===== src/design/icr_pkg.sv =====
// Shared types and constants of the interval coverage rate unit.
package icr_pkg;

	localparam int POS_W  = 15;
	localparam int FRAC_W = 16;
	localparam int RATE_W = 17;
	localparam int QUO_W  = POS_W + FRAC_W;

	localparam logic [POS_W-1:0] LEN_RESET = 15'd16384;

	typedef enum logic [3:0] {
		ST_INIT,
		ST_IDLE,
		ST_CALC,
		ST_RD_A,
		ST_WR_A,
		ST_WR_B,
		ST_SWEEP,
		ST_FLUSH,
		ST_DIV_GO,
		ST_DIV_WAIT,
		ST_OUT
	} icr_state_t;

endpackage


===== src/design/icr_div.sv =====
// Restoring divider that forms floor(count * 2^16 / length), one quotient bit per cycle.
module icr_div (
	input  logic                       clk,
	input  logic                       arst_n,
	input  logic                       start,
	input  logic [icr_pkg::POS_W-1:0]  count,
	input  logic [icr_pkg::POS_W-1:0]  divisor,
	output logic                       done,
	output logic [icr_pkg::RATE_W-1:0] quot
);
	import icr_pkg::*;

	localparam int CNT_W = $clog2(QUO_W + 1);

	logic             busy_q;
	logic             done_q;
	logic [CNT_W-1:0] cnt_q;
	logic [QUO_W-1:0] dvd_q;
	logic [POS_W-1:0] rem_q;
	logic [POS_W-1:0] div_q;
	logic [POS_W:0]   trial;
	logic             ge;

	assign trial = {rem_q, dvd_q[QUO_W-1]};
	assign ge    = trial >= {1'b0, div_q};

	always_ff @(posedge clk or negedge arst_n) begin
		if (!arst_n) begin
			busy_q <= 1'b0;
			done_q <= 1'b0;
			cnt_q  <= '0;
		end else begin
			done_q <= !start && busy_q && (cnt_q == CNT_W'(1));
			if (start) begin
				busy_q <= 1'b1;
				cnt_q  <= CNT_W'(QUO_W);
			end else if (busy_q) begin
				cnt_q <= cnt_q - 1'b1;
				if (cnt_q == CNT_W'(1)) begin
					busy_q <= 1'b0;
				end
			end
		end
	end

	// The quotient bits shift in behind the dividend bits as they are used up.
	always_ff @(posedge clk) begin
		if (start) begin
			rem_q <= '0;
			dvd_q <= {count, {FRAC_W{1'b0}}};
			div_q <= divisor;
		end else if (busy_q) begin
			rem_q <= ge ? POS_W'(trial - {1'b0, div_q}) : trial[POS_W-1:0];
			dvd_q <= {dvd_q[QUO_W-2:0], ge};
		end
	end

	assign done = done_q;
	assign quot = dvd_q[RATE_W-1:0];

endmodule


===== config.mk =====
export PLATFORM = sky130hd
export DESIGN_NAME = icr_div
export DESIGN_NICKNAME = d
export VERILOG_FILES = /design/src/design/icr_pkg.sv /design/src/design/icr_div.sv
export SDC_FILE = /design/constraint.sdc
export NUM_CORES = 1
export LEC_CHECK = 0
export ABC_AREA = 1
export ABC_CLOCK_PERIOD_IN_PS = 2600
export BUFFER_PORTS_ARGS = -buffer_cell sky130_fd_sc_hd__buf_2
export CAP_MARGIN = 20
export CORE_ASPECT_RATIO = 0.5
export CORE_UTILIZATION = 40
export CTS_CLUSTER_DIAMETER = 200
export DETAILED_ROUTE_END_ITERATION = 7
export SYNTH_ARGS = -nofsm -noshare
export SYNTH_HDL_FRONTEND = slang
export SYNTH_SLANG_ARGS = --single-unit

===== constraint.sdc =====
create_clock -name clk -period 2.6 [get_ports clk]
set_input_delay 0.52 -clock clk [delete_from_list [all_inputs] [get_ports clk]]
set_output_delay 0.52 -clock clk [all_outputs]
set_load 0.05 [all_outputs]

==> results by group <==
Layout
  – Layout cells sized above 1: 19.1%
  – Most common cell after layout, fill and taps aside: nand2_1
  – Nets@finish: 539
  – Post-layout instance count excluding filler cells: 611
  – Highest-count cells in the layout ignoring fill and taps: nand2_1 (118), inv_1 (75), buf_2 (50)
  – Layout Area Growth over Synthesis: 14.4%
  – Final Cell Area: 4260 um2

Detailed routing
  – DR pass1 iterations: 5
  – Vias: 2,935
  – Remaining DRCs: 0
  – DR vias/cell: 4.80
  – DR iter-0 viols: 197
  – Post-route ant nets: 0
  – Routed len/inst: 12.9 um
  – Drt total wl: 7900 um

Die
  – Die footprint: 9720 um2
  – CORE AREA: 8860 um2
  – Die span in y: 70.2 um
  – Initial Util: 42.0%
  – Top Ports: 51
  – # rows: 24
  – Die Width: 138 um

Hold path
  – Hold Crit Class: input port to asynchronous set/reset pin

Worst setup path
  – Crit path max fanout: 16
  – Worst path arrival time: 2.52 ns
  – Critical path class: flop to flop
  – Setup crit start: dvd_q[30]
  – Worst reg-to-reg setup slack: 0.35 ns
  – Crit path required time: 2.87 ns
  – Setup crit end kind: flop
  – Critical R2R Launch: dvd_q[30]
  – Startpoint class of the critical path: flop

Timing
  – Final Skew: 0.00668 ns
  – Slew @ Worst Pin: 0.555 ns
  – Fin crit share: 86.6%
  – Worst slew margin: 63.0%
  – Final setup fails: 0
  – Max Fclk: 444 MHz
  – Final Max Tran Viols: 0
  – Fin. Hold Viols: 0
  – Min Tclk post-route: 2.25 ns
  – RSZ-0062 raised after global routing: no
  – Sum Neg Setup Slack: 0 ns

GRT
  – Vias in the first global route: 2,759
  – Initial antenna violation count: 0
  – Global route overflow: 0
  – Tot GR Track Use: 17.8%
  – First-pass GRT wire length: 13,300 um
  – Largest net degree at the start of global routing: 30

CTS
  – H-tree Lvls: 3
  – CTS buffer count: 9
  – CTS root buf: clkbuf_16
  – Post-CTS setup repair buffer count: 0
  – Hold bufs inserted after CTS: 0
  – Clock-pin slew on the worst setup and hold paths: 0.06 ns
  – Cts repair resizes: 0
  – TritonCTS clock tree: yes
  – Clock sink count: 68
  – Clk_lat worst skew: 0.33 ns
  – CTS Buffer Depth: 2

Synthesis
  – Ys flop type: dfxtp_1
  – Synth unique cells: 38
  – Mapped cell area: 3720 um2
  – FF+latch count, synth: 68
  – Register area share after synthesis: 45.6%
  – Number of synthesized flops with an enable pin: 30
  – Fraction of registers with async set/reset: 10.3%
  – Syn. warnings: 0
  – Syn_nets: 501
  – Post-Syn Instances: 450
  – Mapped Avg Cell Area: 8.27 um2

Power and ir drop
  – Pleak: 2.10 nW
  – VDD IR max: 467 uV
  – Cell Pwr Density: 962 nW/um2

Place
  – Port Buf Inserts: 50
  – DP Cell Count: 594
  – Routability Congestion: 0.895
  – Post-Place Cell Area: 3990 um2
  – Post-detail-place hpwl: 5860 um

Run status
  – Status: complete, no violations

Job
  – Max-Cap Viols: 0
-- cell usage after synthesis, types with 2 or more instances --
cell type / n / area [um2]
a21oi_2: 2 / 17.5
nor2_2: 2 / 12.5
nand3_1: 38 / 190
nand2_4: 2 / 22.5
inv_2: 4 / 15.0
nor2_4: 2 / 22.5
nand2_1: 118 / 443
o21ai_1: 5 / 25.0
dfrtp_1: 7 / 175
o21ai_0: 5 / 25.0
buf_2: 4 / 20.0
inv_1: 75 / 282
nand3_2: 3 / 30.0
nor3_1: 2 / 10.0
ha_1: 17 / 213
nor2_1: 15 / 56.3
nand3b_1: 4 / 30.0
clkbuf_1: 6 / 22.5
nand4_1: 4 / 25.0
buf_4: 18 / 135
nand2_2: 5 / 31.3
dfxtp_1: 31 / 621
a22o_1: 14 / 123
xnor2_1: 5 / 43.8
a21oi_1: 6 / 30.0
o22ai_1: 15 / 93.8
edfxtp_1: 30 / 901
-- metal layers --
layer	GRT usage, %	up-vias	share of wire [%]
li1	-	1519	-
met1	24.5	1362	53
met2	27.2	43	42
met3	5.14	11	3.9
met4	4.49	0	1.1
met5	0	-	0
-- power by group --
part	total, mW	internal, mW	switching, mW
Clock	1.08	0.638	0.445
Combinational	1.63	0.603	1.03
Sequential	1.38	1.28	0.0981
-- logic make-up after synthesis --
group	share of synthesized area [%]
XOR/XNOR	1.41
adder cells (fa/ha/maj)	6.25
AO/OA/AOI/OAI	9.48
buffers and inverters	13.1
flip-flops	45.6
AND/OR/NAND/NOR	24.1
-- critical path: stages (launching register included) --
cell	delay, ns
edfxtp_1	0.31
inv_1	0.05
ha_1	0.21
fa_1	0.40
inv_1	0.07
nand3_1	0.07
nand2_2	0.12
nand2_2	0.06
nand3_1	0.08
nand2_2	0.18
nand2_4	0.25
nand2_1	0.17
nand2_1	0.10
nand2_1	0.06
nand2_1	0.05
-- cell type report --
class,count,area (um2)
antenna,1,2.50
clock buffer,9,225
clock inverter,7,42.5
fill,864,4600
timing repair buffer,56,308
sequential,68,1700
tap,117,146
inverter,80,300
multi-input combinational,273,1540
-- registers in the layout (all words and copies together) (netlist names) --
register,count
busy_q,1
cnt_q,5
div_q,15
done,1
dvd_q,31
rem_q,15
-- through the flow --
stage | utilization (%) | hold slack, ns | power [mW] | worst slack, ns
CTS | 48.0 | 0.00801 | 4.12 | 0.344
finish | 48.1 | 0.0155 | 4.09 | 0.347
detailed placement | 45.0 | 0.364 | 3.02 | 0.376
global route | 48.0 | 0.0149 | 4.42 | 0.106
global placement | 45.0 | 0.371 | 3.01 | 0.452
floorplan | - | 0.224 | 2.70 | 0.739
-- final timing paths --
kind / endpoint / cells after the start
setup / recovery: rem_q[11] / 14
hold / removal: cnt_q[2] / 1
setup reg to reg: rem_q[11] / 14
hold reg to reg: rem_q[14] / 2
max in group asynchronous: cnt_q[3] / 1
min in group clk: div_q[3] / 1
Note: power is estimated with default switching activity, not from simulation.
